### config.mk
export PLATFORM = sky130hd
export DESIGN_NAME = pulse_interval_rate_meter_flat
export DESIGN_NICKNAME = d
export VERILOG_FILES = /design/src/rtl/core/prm_pkg.sv /design/src/rtl/core/prm_req_if.sv /design/src/rtl/core/prm_rsp_if.sv /design/src/rtl/core/prm_csr_if.sv /design/src/rtl/core/prm_ctrl.sv /design/src/rtl/core/prm_dp.sv /design/src/rtl/core/pulse_interval_rate_meter.sv /design/src/flat_wrapper.sv
export SDC_FILE = /design/constraint.sdc
export NUM_CORES = 2
export LEC_CHECK = 0
export BUFFER_PORTS_ARGS = -buffer_cell sky130_fd_sc_hd__buf_2
export CAP_MARGIN = 10
export CORE_MARGIN = 3
export CORE_UTILIZATION = 64
export CTS_CLUSTER_SIZE = 30
export DETAILED_ROUTE_END_ITERATION = 10
export PLACE_DENSITY = 0.81
export SETUP_SLACK_MARGIN = 0.5
export SYNTH_ARGS = -nofsm -noshare
export SYNTH_HDL_FRONTEND = slang
export SYNTH_SLANG_ARGS = --single-unit
### constraint.sdc
create_clock -name clock -period 19.1 [get_ports clock]
set_input_delay 1.91 -clock clock [delete_from_list [all_inputs] [get_ports clock]]
set_output_delay 1.91 -clock clock [all_outputs]
set_load 0.02 [all_outputs]
### src/rtl/core/prm_pkg.sv
// prm_pkg: shared types and constants of the pulse interval rate meter
// used by the channel interfaces, the controller, the datapath and the top level
package prm_pkg;

   // input sample and result field widths
   localparam int unsigned SAMPLE_W    = 13;
   localparam int unsigned LEVEL_W     = 12;
   localparam int unsigned RATE_W      = 8;
   localparam int unsigned STATUS_W    = 2;

   // configuration register widths
   localparam int unsigned CSR_INDEX_W = 3;
   localparam int unsigned CSR_DATA_W  = 20;
   localparam int unsigned INTERVAL_W  = 16;
   localparam int unsigned NUMER_W     = 20;

   // time base and interval ring
   localparam int unsigned TICK_W      = 32;
   localparam int unsigned RING_DEPTH  = 10;
   localparam int unsigned SLOT_W      = 4;
   localparam int unsigned TRIM_LO     = 3;
   localparam int unsigned TRIM_HI     = 7;
   localparam int unsigned SUM_W       = 19;
   localparam int unsigned COUNT_W     = 5;

   // register reset values
   localparam logic [LEVEL_W-1:0]    HIGH_THRESHOLD_RST = 12'd1000;
   localparam logic [LEVEL_W-1:0]    LOW_THRESHOLD_RST  = 12'd20;
   localparam logic [INTERVAL_W-1:0] MIN_INTERVAL_RST   = 16'd300;
   localparam logic [INTERVAL_W-1:0] MAX_INTERVAL_RST   = 16'd2000;
   localparam logic [INTERVAL_W-1:0] SPREAD_LIMIT_RST   = 16'd120;
   localparam logic [NUMER_W-1:0]    RATE_NUMERATOR_RST = 20'd300000;

   localparam logic [RATE_W-1:0]     RATE_MAX           = 8'd255;

   // register indexes
   typedef enum logic [CSR_INDEX_W-1:0] {
      CSR_HIGH_THRESHOLD = 3'd0,
      CSR_LOW_THRESHOLD  = 3'd1,
      CSR_MIN_INTERVAL   = 3'd2,
      CSR_MAX_INTERVAL   = 3'd3,
      CSR_SPREAD_LIMIT   = 3'd4,
      CSR_RATE_NUMERATOR = 3'd5
   } prm_csr_type;

   // result status codes
   typedef enum logic [STATUS_W-1:0] {
      CODE_NO_PULSE = 2'd0,
      CODE_FILLING  = 2'd1,
      CODE_SPREAD   = 2'd2,
      CODE_VALID    = 2'd3
   } prm_code_type;

   // controller states
   typedef enum logic [3:0] {
      ST_IDLE,
      ST_EVAL,
      ST_COPY,
      ST_SORT,
      ST_CHECK,
      ST_SUM,
      ST_DIV,
      ST_QUOT,
      ST_FINISH
   } prm_state_type;

   // controller to datapath commands
   typedef struct packed {
      logic load;
      logic eval;
      logic copy;
      logic sort;
      logic check;
      logic sum;
      logic div;
      logic quot;
      logic emit;
   } prm_cmd_type;

   // datapath to controller status
   typedef struct packed {
      logic pulse;
      logic full_next;
      logic spread_bad;
      logic sort_done;
      logic sum_done;
      logic div_done;
   } prm_stat_type;

endpackage

### src/rtl/core/prm_req_if.sv
// prm_req_if: request channel carrying one sensor sample
// depends on prm_pkg for the field width
interface prm_req_if import prm_pkg::*; ();
   logic                       valid;
   logic                       ready;
   logic signed [SAMPLE_W-1:0] sample;

   modport source (output valid, output sample, input ready);
   modport sink   (input valid, input sample, output ready);
endinterface

### src/rtl/core/prm_rsp_if.sv
// prm_rsp_if: result channel carrying rate and status
// depends on prm_pkg for the field widths
interface prm_rsp_if import prm_pkg::*; ();
   logic                valid;
   logic                ready;
   logic [RATE_W-1:0]   rate;
   logic [STATUS_W-1:0] status;

   modport source (output valid, output rate, output status, input ready);
   modport sink   (input valid, input rate, input status, output ready);
endinterface

### src/rtl/core/prm_csr_if.sv
// prm_csr_if: configuration write channel, register index and write data
// depends on prm_pkg for the field widths
interface prm_csr_if import prm_pkg::*; ();
   logic                   valid;
   logic                   ready;
   logic [CSR_INDEX_W-1:0] index;
   logic [CSR_DATA_W-1:0]  data;

   modport source (output valid, output index, output data, input ready);
   modport sink   (input valid, input index, input data, output ready);
endinterface

### src/rtl/core/prm_ctrl.sv
// prm_ctrl: sequencing state machine of the rate meter
// depends on prm_pkg for the state, command and status types
module prm_ctrl import prm_pkg::*; (
   input  logic         clock,
   input  logic         reset,
   input  logic         req_valid,
   output logic         req_ready,
   output logic         rsp_valid,
   input  logic         rsp_ready,
   input  prm_stat_type stat,
   output prm_cmd_type  cmd
);

   prm_state_type state_ff, state_in;
   logic          rsp_valid_ff, rsp_valid_in;

   // next state
   always_comb begin
      state_in = state_ff;
      case (state_ff)
         ST_IDLE: begin
            if (req_valid) state_in = ST_EVAL;
         end
         ST_EVAL: begin
            if (!stat.pulse || !stat.full_next) state_in = ST_FINISH;
            else state_in = ST_COPY;
         end
         ST_COPY:  state_in = ST_SORT;
         ST_SORT: begin
            if (stat.sort_done) state_in = ST_CHECK;
         end
         ST_CHECK: begin
            if (stat.spread_bad) state_in = ST_FINISH;
            else state_in = ST_SUM;
         end
         ST_SUM: begin
            if (stat.sum_done) state_in = ST_DIV;
         end
         ST_DIV: begin
            if (stat.div_done) state_in = ST_QUOT;
         end
         ST_QUOT:  state_in = ST_FINISH;
         ST_FINISH: begin
            if (!rsp_valid_ff || rsp_ready) state_in = ST_IDLE;
         end
         default:  state_in = ST_IDLE;
      endcase
   end

   // commands and handshake outputs
   always_comb begin
      cmd       = '0;
      req_ready = 1'b0;
      case (state_ff)
         ST_IDLE: begin
            req_ready = 1'b1;
            cmd.load  = req_valid;
         end
         ST_EVAL:   cmd.eval  = 1'b1;
         ST_COPY:   cmd.copy  = 1'b1;
         ST_SORT:   cmd.sort  = 1'b1;
         ST_CHECK:  cmd.check = 1'b1;
         ST_SUM:    cmd.sum   = 1'b1;
         ST_DIV:    cmd.div   = 1'b1;
         ST_QUOT:   cmd.quot  = 1'b1;
         ST_FINISH: cmd.emit  = !rsp_valid_ff || rsp_ready;
         default: begin
            cmd       = '0;
            req_ready = 1'b0;
         end
      endcase
   end

   // output register valid flag
   always_comb begin
      rsp_valid_in = rsp_valid_ff;
      if (cmd.emit) rsp_valid_in = 1'b1;
      else if (rsp_ready) rsp_valid_in = 1'b0;
   end

   assign rsp_valid = rsp_valid_ff;

   always_ff @(posedge clock) begin
      if (reset) begin
         state_ff     <= ST_IDLE;
         rsp_valid_ff <= 1'b0;
      end else begin
         state_ff     <= state_in;
         rsp_valid_ff <= rsp_valid_in;
      end
   end

endmodule

### src/rtl/core/prm_dp.sv
// prm_dp: datapath of the rate meter, registers, ring, sorter, summer, divider
// depends on prm_pkg for widths, codes and the command and status types
module prm_dp import prm_pkg::*; (
   input  logic                       clock,
   input  logic                       reset,
   input  prm_cmd_type                cmd,
   output prm_stat_type               stat,
   input  logic signed [SAMPLE_W-1:0] req_sample,
   input  logic                       csr_write,
   input  logic [CSR_INDEX_W-1:0]     csr_index,
   input  logic [CSR_DATA_W-1:0]      csr_data,
   output logic [RATE_W-1:0]          rsp_rate,
   output logic [STATUS_W-1:0]        rsp_status
);

   // configuration registers
   logic [LEVEL_W-1:0]    high_threshold_ff;
   logic [LEVEL_W-1:0]    low_threshold_ff;
   logic [INTERVAL_W-1:0] min_interval_ff;
   logic [INTERVAL_W-1:0] max_interval_ff;
   logic [INTERVAL_W-1:0] spread_limit_ff;
   logic [NUMER_W-1:0]    rate_numerator_ff;

   // tracking state
   logic [LEVEL_W-1:0]    sample_ff;
   logic [LEVEL_W-1:0]    previous_ff;
   logic [TICK_W-1:0]     tick_ff;
   logic [TICK_W-1:0]     last_pulse_ff;
   logic [INTERVAL_W-1:0] ring_ff [RING_DEPTH];
   logic [SLOT_W-1:0]     slot_ff;
   logic                  full_ff;

   // work registers
   logic [INTERVAL_W-1:0] sorted_ff [RING_DEPTH];
   logic [INTERVAL_W-1:0] sorted_in [RING_DEPTH];
   logic [COUNT_W-1:0]    count_ff;
   logic [SUM_W-1:0]      sum_ff;
   logic [NUMER_W-1:0]    quo_ff;
   logic [SUM_W-1:0]      rem_ff;
   logic [RATE_W-1:0]     res_rate_ff;
   prm_code_type          res_code_ff;
   logic [RATE_W-1:0]     out_rate_ff;
   logic [STATUS_W-1:0]   out_status_ff;

   // sample judgment
   logic [LEVEL_W-1:0]    clamped;
   logic [TICK_W-1:0]     tick_in;
   logic [TICK_W-1:0]     interval;
   logic                  pulse;
   logic                  store;
   logic                  slot_last;
   logic [INTERVAL_W-1:0] spread;
   logic [SUM_W:0]        trial;
   logic [SUM_W:0]        shifted;

   assign clamped   = req_sample[SAMPLE_W-1] ? '0 : req_sample[LEVEL_W-1:0];
   assign tick_in   = tick_ff + 32'd1;
   assign interval  = tick_in - last_pulse_ff;
   assign pulse     = (sample_ff > high_threshold_ff) && (previous_ff < low_threshold_ff);
   assign store     = pulse && (interval > {16'd0, min_interval_ff})
                      && (interval < {16'd0, max_interval_ff});
   assign slot_last = (slot_ff == SLOT_W'(RING_DEPTH - 1));
   assign spread    = sorted_ff[TRIM_HI] - sorted_ff[TRIM_LO];

   // one restoring division step
   assign shifted = {rem_ff, quo_ff[NUMER_W-1]};
   assign trial   = shifted - {1'b0, sum_ff};

   // status to the controller
   assign stat.pulse      = pulse;
   assign stat.full_next  = full_ff || (store && slot_last);
   assign stat.spread_bad = spread > spread_limit_ff;
   assign stat.sort_done  = (count_ff == COUNT_W'(RING_DEPTH - 1));
   assign stat.sum_done   = (count_ff == COUNT_W'(TRIM_HI));
   assign stat.div_done   = (count_ff == COUNT_W'(NUMER_W - 1));

   // one odd-even transposition pass, phase chosen by the pass count
   always_comb begin
      for (int i = 0; i < RING_DEPTH; i++) sorted_in[i] = sorted_ff[i];
      for (int i = 0; i < RING_DEPTH - 1; i++) begin
         if ((i % 2 == int'(count_ff[0])) && (sorted_ff[i] > sorted_ff[i+1])) begin
            sorted_in[i]   = sorted_ff[i+1];
            sorted_in[i+1] = sorted_ff[i];
         end
      end
   end

   // configuration writes
   always_ff @(posedge clock) begin
      if (reset) begin
         high_threshold_ff <= HIGH_THRESHOLD_RST;
         low_threshold_ff  <= LOW_THRESHOLD_RST;
         min_interval_ff   <= MIN_INTERVAL_RST;
         max_interval_ff   <= MAX_INTERVAL_RST;
         spread_limit_ff   <= SPREAD_LIMIT_RST;
         rate_numerator_ff <= RATE_NUMERATOR_RST;
      end else if (csr_write) begin
         case (csr_index)
            CSR_HIGH_THRESHOLD: high_threshold_ff <= csr_data[LEVEL_W-1:0];
            CSR_LOW_THRESHOLD:  low_threshold_ff  <= csr_data[LEVEL_W-1:0];
            CSR_MIN_INTERVAL:   min_interval_ff   <= csr_data[INTERVAL_W-1:0];
            CSR_MAX_INTERVAL:   max_interval_ff   <= csr_data[INTERVAL_W-1:0];
            CSR_SPREAD_LIMIT:   spread_limit_ff   <= csr_data[INTERVAL_W-1:0];
            CSR_RATE_NUMERATOR: rate_numerator_ff <= csr_data[NUMER_W-1:0];
            default: ;
         endcase
      end
   end

   // tick, pulse history and interval ring
   always_ff @(posedge clock) begin
      if (reset) begin
         previous_ff   <= '0;
         tick_ff       <= '0;
         last_pulse_ff <= '0;
         slot_ff       <= '0;
         full_ff       <= 1'b0;
         for (int i = 0; i < RING_DEPTH; i++) ring_ff[i] <= '0;
      end else if (cmd.eval) begin
         tick_ff     <= tick_in;
         previous_ff <= sample_ff;
         if (pulse) last_pulse_ff <= tick_in;
         if (store) begin
            ring_ff[slot_ff] <= interval[INTERVAL_W-1:0];
            if (slot_last) begin
               full_ff <= 1'b1;
               slot_ff <= '0;
            end else begin
               slot_ff <= slot_ff + 4'd1;
            end
         end
      end
   end

   // sample capture, ring copy, sort passes, spread check, sum, divide and result
   always_ff @(posedge clock) begin
      if (cmd.load) sample_ff <= clamped;

      if (cmd.eval) begin
         res_code_ff <= pulse ? CODE_FILLING : CODE_NO_PULSE;
         res_rate_ff <= '0;
      end

      if (cmd.copy) begin
         for (int i = 0; i < RING_DEPTH; i++) sorted_ff[i] <= ring_ff[i];
         count_ff <= '0;
      end

      if (cmd.sort) begin
         for (int i = 0; i < RING_DEPTH; i++) sorted_ff[i] <= sorted_in[i];
         count_ff <= count_ff + 5'd1;
      end

      if (cmd.check) begin
         if (stat.spread_bad) res_code_ff <= CODE_SPREAD;
         sum_ff   <= '0;
         quo_ff   <= rate_numerator_ff;
         rem_ff   <= '0;
         count_ff <= COUNT_W'(TRIM_LO);
      end

      if (cmd.sum) begin
         sum_ff <= sum_ff + {3'd0, sorted_ff[count_ff[SLOT_W-1:0]]};
         if (stat.sum_done) count_ff <= '0;
         else count_ff <= count_ff + 5'd1;
      end

      if (cmd.div) begin
         if (!trial[SUM_W]) begin
            rem_ff <= trial[SUM_W-1:0];
            quo_ff <= {quo_ff[NUMER_W-2:0], 1'b1};
         end else begin
            rem_ff <= shifted[SUM_W-1:0];
            quo_ff <= {quo_ff[NUMER_W-2:0], 1'b0};
         end
         count_ff <= count_ff + 5'd1;
      end

      // saturate the quotient to the rate range
      if (cmd.quot) begin
         res_code_ff <= CODE_VALID;
         if (quo_ff > {12'd0, RATE_MAX}) res_rate_ff <= RATE_MAX;
         else res_rate_ff <= quo_ff[RATE_W-1:0];
      end

      if (cmd.emit) begin
         out_rate_ff   <= res_rate_ff;
         out_status_ff <= res_code_ff;
      end
   end

   assign rsp_rate   = out_rate_ff;
   assign rsp_status = out_status_ff;

endmodule

### src/rtl/core/pulse_interval_rate_meter.sv
// Pulse interval rate meter. Each request carries one sensor sample (one tick); every
// request yields exactly one response with rate and status. A sample that marks no
// pulse, or a pulse while the ring of ten intervals is still filling, goes from the
// evaluate state straight to the finish state, and the next request is taken after
// that. Once the ring is full a pulse is answered after ten odd-even transposition
// passes over a copy of the ring, a spread check, the sum of the five trimmed entries
// and twenty steps of a one-bit restoring divider that set the figure; only then is the
// next request taken. A pulse rejected for spread skips the sum and the divide. The
// finish state of a request waits while the previous response is still held in the
// output register.
// A new request is taken while a finished response still waits in the output register.
// Configuration registers are written through the csr channel, which is always ready,
// and must only be written while the block is idle.
module pulse_interval_rate_meter import prm_pkg::*; (
   input logic clock,
   input logic reset,
   prm_req_if.sink   req_chan,
   prm_rsp_if.source rsp_chan,
   prm_csr_if.sink   csr_chan
);

   prm_cmd_type  cmd;
   prm_stat_type stat;
   logic         ctrl_req_ready;
   logic         ctrl_rsp_valid;

   // configuration writes are always taken
   assign csr_chan.ready = 1'b1;
   assign req_chan.ready = ctrl_req_ready;
   assign rsp_chan.valid = ctrl_rsp_valid;

   // sequencer
   prm_ctrl u_ctrl (
      .clock     (clock),
      .reset     (reset),
      .req_valid (req_chan.valid),
      .req_ready (ctrl_req_ready),
      .rsp_valid (ctrl_rsp_valid),
      .rsp_ready (rsp_chan.ready),
      .stat      (stat),
      .cmd       (cmd)
   );

   // datapath
   prm_dp u_dp (
      .clock      (clock),
      .reset      (reset),
      .cmd        (cmd),
      .stat       (stat),
      .req_sample (req_chan.sample),
      .csr_write  (csr_chan.valid),
      .csr_index  (csr_chan.index),
      .csr_data   (csr_chan.data),
      .rsp_rate   (rsp_chan.rate),
      .rsp_status (rsp_chan.status)
   );

endmodule

### src/flat_wrapper.sv
// flat-port wrapper written by rule: the top's interface ports become plain ports
module pulse_interval_rate_meter_flat import prm_pkg::*;
  (clock, reset, req_chan_valid, req_chan_sample, req_chan_ready, rsp_chan_valid, rsp_chan_rate, rsp_chan_status, rsp_chan_ready, csr_chan_valid, csr_chan_index, csr_chan_data, csr_chan_ready);
  prm_req_if req_chan_i ();
  prm_rsp_if rsp_chan_i ();
  prm_csr_if csr_chan_i ();
  input logic clock;
  input logic reset;
  input wire logic [$bits(req_chan_i.valid)-1:0] req_chan_valid;
  input wire logic [$bits(req_chan_i.sample)-1:0] req_chan_sample;
  output wire logic [$bits(req_chan_i.ready)-1:0] req_chan_ready;
  output wire logic [$bits(rsp_chan_i.valid)-1:0] rsp_chan_valid;
  output wire logic [$bits(rsp_chan_i.rate)-1:0] rsp_chan_rate;
  output wire logic [$bits(rsp_chan_i.status)-1:0] rsp_chan_status;
  input wire logic [$bits(rsp_chan_i.ready)-1:0] rsp_chan_ready;
  input wire logic [$bits(csr_chan_i.valid)-1:0] csr_chan_valid;
  input wire logic [$bits(csr_chan_i.index)-1:0] csr_chan_index;
  input wire logic [$bits(csr_chan_i.data)-1:0] csr_chan_data;
  output wire logic [$bits(csr_chan_i.ready)-1:0] csr_chan_ready;
  assign req_chan_i.valid = req_chan_valid;
  assign req_chan_i.sample = req_chan_sample;
  assign req_chan_ready = req_chan_i.ready;
  assign rsp_chan_valid = rsp_chan_i.valid;
  assign rsp_chan_rate = rsp_chan_i.rate;
  assign rsp_chan_status = rsp_chan_i.status;
  assign rsp_chan_i.ready = rsp_chan_ready;
  assign csr_chan_i.valid = csr_chan_valid;
  assign csr_chan_i.index = csr_chan_index;
  assign csr_chan_i.data = csr_chan_data;
  assign csr_chan_ready = csr_chan_i.ready;
  pulse_interval_rate_meter u_core (.clock(clock), .reset(reset), .req_chan(req_chan_i), .rsp_chan(rsp_chan_i), .csr_chan(csr_chan_i));
endmodule
==> impl_results.md <==
* Status: complete, no violations
* Worst Tran Pin Value at 1220 ps
* Crit start category: flop
* Final Wtd Congestion at 0.974
* Top-count cell post-synth: nand2_1
* Slew Limit Fails at 0
* Antenna diodes at 0
* Die ar. at 0.0590 mm²
* Max cap viols at 0
* Layout cells sized above 1 at 8.49%
* IO Count at 54
* Nets at 4,060
* Grt total ovfl at 0
* H-tree depth at 3
* CP peak stage delay at 520 ps
* Ys async rst share at 0%
* DRT Wirelength at 98,400 µm
* DR pass1 iterations at 7
* Pwr Total at 0.00516 W
* Chip width at 243 µm
* Post-CTS Hold Fix Bufs at 0
* Warnings from Yosys at 0
* Hold Crit Class: flop to flop
* Initial Util at around 65%
* Top post-synthesis cells by area: edfxtp_1, ha_1, dfxtp_1
* WL/cell at ~22 µm
* EDFF count, synth at 413
* Vias in the first global route at about 27,000
* Top cells by count, synth: nand2_1, edfxtp_1, nor2_1
* Final-report setup violation count at 0
* Synthesis-to-finish area growth at 8.39%
* Initial antenna violation count at 3
* Final min period at about 7500 ps
* Placed cells at roughly 4,400
* Mapped Avg Cell Area at 9.53 µm²
* Post-CTS setup buffer count at 0
* Yosys top cell by area: edfxtp_1
* Reg2Reg Depth at 28
* Hold Path Depth at 0
* Total clock sinks at 597
* Count of cell types in the netlist at 86
* PD cells at 132 mW/mm²
* Largest net degree at the start of global routing at approximately 110
* R2r setup slk at ~12,000 ps
* Tcrit/Tclk final at 39.2%
* # port buffers at 52
* Cells after synthesis at 3,769
* Ys flop type: edfxtp_1
* CP max stage cell: or4_1
* RSZ-0062 raised after global routing: no
* Req. time, crit path at just under 20,000 ps
* Internal at 0.00311 W
* Synth Net Count at 4,112
* Clock Power Share at 25.4%
* Arrival @ worst endpoint at 7870 ps
* Reg-to-reg endpoint: u_core.u_dp.ring_ff[2][6]$_SDFFCE_PN0P_
* Yosys reg bits at 597
* CP Class: flop to flop
* Clock Pin Slew Worst Setup and Hold Paths at 60 ps
* Post-Layout Cell Count at 4,518
* Switching pwr at 0.00205 W
* Highest clock rate at 133 MHz
* Comb pwr share at between 40% and 50%
* Crit end category: flop
* # resized after CTS at 0
* Clock Latency Late Sink at approximately 610 ps
* Hpwl dp at 69,000 µm
* CTS root buf: clkbuf_16
* WHS Endpoint: u_core.u_dp.rsp_rate[6]$_DFFE_PP_
* Final ANT Viol Nets at 0
* Hold Startpoint: u_core.u_dp.res_rate_ff[6]$_SDFFCE_PN0P_
* Sequential-to-total area share from yosys stat at 44.8%
* Crit Path Max Fanout at between 90 and 100
* TNS Setup at 0 ps
* Vias per cell at 6.40
* Height of the die at 243 µm
* Sequential share of power at about a third
* Core area at roughly 0.055 mm²
* Starting DRC count in detailed routing at 3,933
* Max-slew headroom at 18.6%
* Max VDD drop at roughly 0.00010 V
* Drt drc at 0
* Final Hold Viols at 0
* Top cell type's share of synthesized area at between 30% and 40%
* CTS tree: done
* DR vias at between 20,000 and 30,000
* Total track usage at 32.9%
* Leak at roughly 16 nW
* Mapped Area at 0.0359 mm²
* Clock Skew at 28.1 ps
* TritonCTS buffer count at 66
* Placement Rows at 86
* First-pass GRT wire length at 154,000 µm
* R2R Path Start: u_core.u_dp.tick_ff[0]$_SDFFE_PP0P_
* Clock Tree Buf Depth at 3
* Sw Share at between 30% and 40%
-- worst max-delay path: cells and delay by family (launching register included) --
family	cells	cell delay, ps
buffers and inverters	4	1040
AOI/OAI and AO/OA	7	1670
and+or+nand+nor	12	2820
xor gates and xnor gates	2	320
adders and majority gates	3	890
DFF	1	430
-- per-stage QoR --
stage	utilization, %	hold slack (ps)	area (µm²)	worst slack [ps]
after floorplan	-	400	35900	12460
after global placement	66.4	401	36700	11910
after detailed placement	66.4	405	36700	11730
after CTS	70.4	420	38900	11670
after global routing	70.4	427	38900	10910
final	70.4	418	38900	11610
-- power groups by stage --
| stage | Combinational [W] | Clock [W] | Sequential (W) |
|---|---|---|---|
| after global routing | 0.00243 | 0.00137 | 0.00164 |
| after global placement | 0.00213 | 0 | 0.00165 |
| after floorplan | 0.00155 | 0 | 0.00160 |
| after CTS | 0.00219 | 0.00132 | 0.00163 |
| final | 0.00222 | 0.00131 | 0.00163 |
| after detailed placement | 0.00216 | 0 | 0.00165 |
-- worst max path at each step --
stage                                              startpoint                                  endpoint
final                     u_core.u_dp.tick_ff[0]$_SDFFE_PP0P_   u_core.u_dp.ring_ff[2][6]$_SDFFCE_PN0P_
after global placement    u_core.u_dp.tick_ff[0]$_SDFFE_PP0P_   u_core.u_dp.ring_ff[7][6]$_SDFFCE_PN0P_
after detailed placement  u_core.u_dp.tick_ff[0]$_SDFFE_PP0P_   u_core.u_dp.ring_ff[4][6]$_SDFFCE_PN0P_
after floorplan           u_core.u_dp.tick_ff[0]$_SDFFE_PP0P_   u_core.u_dp.ring_ff[7][0]$_SDFFCE_PN0P_
after CTS                 u_core.u_dp.tick_ff[0]$_SDFFE_PP0P_   u_core.u_dp.ring_ff[3][9]$_SDFFCE_PN0P_
after global routing      u_core.u_dp.tick_ff[0]$_SDFFE_PP0P_  u_core.u_dp.ring_ff[1][15]$_SDFFCE_PN0P_
-- cell type report --
| class | instances | area, µm² |
|---|---|---|
| repair buffers | 100 | 627 |
| fillers | 4203 | 16400 |
| inverters | 324 | 1220 |
| clock inverters | 37 | 397 |
| flip-flops and latches | 597 | 16100 |
| multi-input cells | 2628 | 17900 |
| well taps | 748 | 936 |
| clock buffers | 84 | 1800 |
-- layer usage --
layer | vias to the layer above | track usage [%] | share of wire [%]
li1 | 13400 | - | -
met1 | 13700 | 45.1 | 40
met2 | 1555 | 50.6 | 45
met3 | 267 | 7.06 | 11
met4 | 6 | 14.6 | 4.6
met5 | - | 0 | 0.039
-- logic make-up (layout without fill, tap and decap cells) --
| logic type | after synthesis | count (layout) | synth area share [%] |
|---|---|---|---|
| AND/OR/NAND/NOR | 1373 | 1373 | 18.3 |
| AO/OA/AOI/OAI | 748 | 748 | 14.0 |
| flip-flops | 597 | 597 | 44.8 |
| buffers and inverters | 544 | 545 | 5.84 |
| adder cells (fa/ha/maj) | 302 | 302 | 10.6 |
| XOR/XNOR | 119 | 119 | 2.92 |
| multiplexers | 85 | 85 | 3.50 |
| other | 1 | 1 | 0.0104 |
-- registers in the layout, indices dropped and copies added (netlist names), 16 cells and up, named ones only --
signal                         cells
u_core.u_dp.ring_ff              160
u_core.u_dp.sorted_ff            160
u_core.u_dp.last_pulse_ff         32
u_core.u_dp.tick_ff               32
u_core.u_dp.quo_ff                20
u_core.u_dp.rate_numerator_ff     20
u_core.u_dp.rem_ff                19
u_core.u_dp.sum_ff                19
u_core.u_dp.max_interval_ff       16
u_core.u_dp.min_interval_ff       16
u_core.u_dp.spread_limit_ff       16
-- cells in the final DEF, fill, tap and decap left out, types with 26 or more instances in the layout --
master and count:
xor2_1 49, edfxtp_1 413, a21oi_1 212, and3_1 26
inv_1 324, a32oi_1 48, mux2i_1 50, o21ai_0 132
mux4_2 32, nand4_1 48, dfxtp_1 183, a221oi_1 67
nand2b_1 36, nand2_1 503, o21a_1 28, nor4_1 90
a21o_1 86, nor2_1 360, nand3b_1 28, a211oi_1 33
nor4_2 30, nor2b_1 58, buf_2 51, ha_1 298
xnor2_1 68, clkbuf_16 68, nor3_1 58, nand3_1 56
buf_4 48
Note: power is estimated with default switching activity, not from simulation.
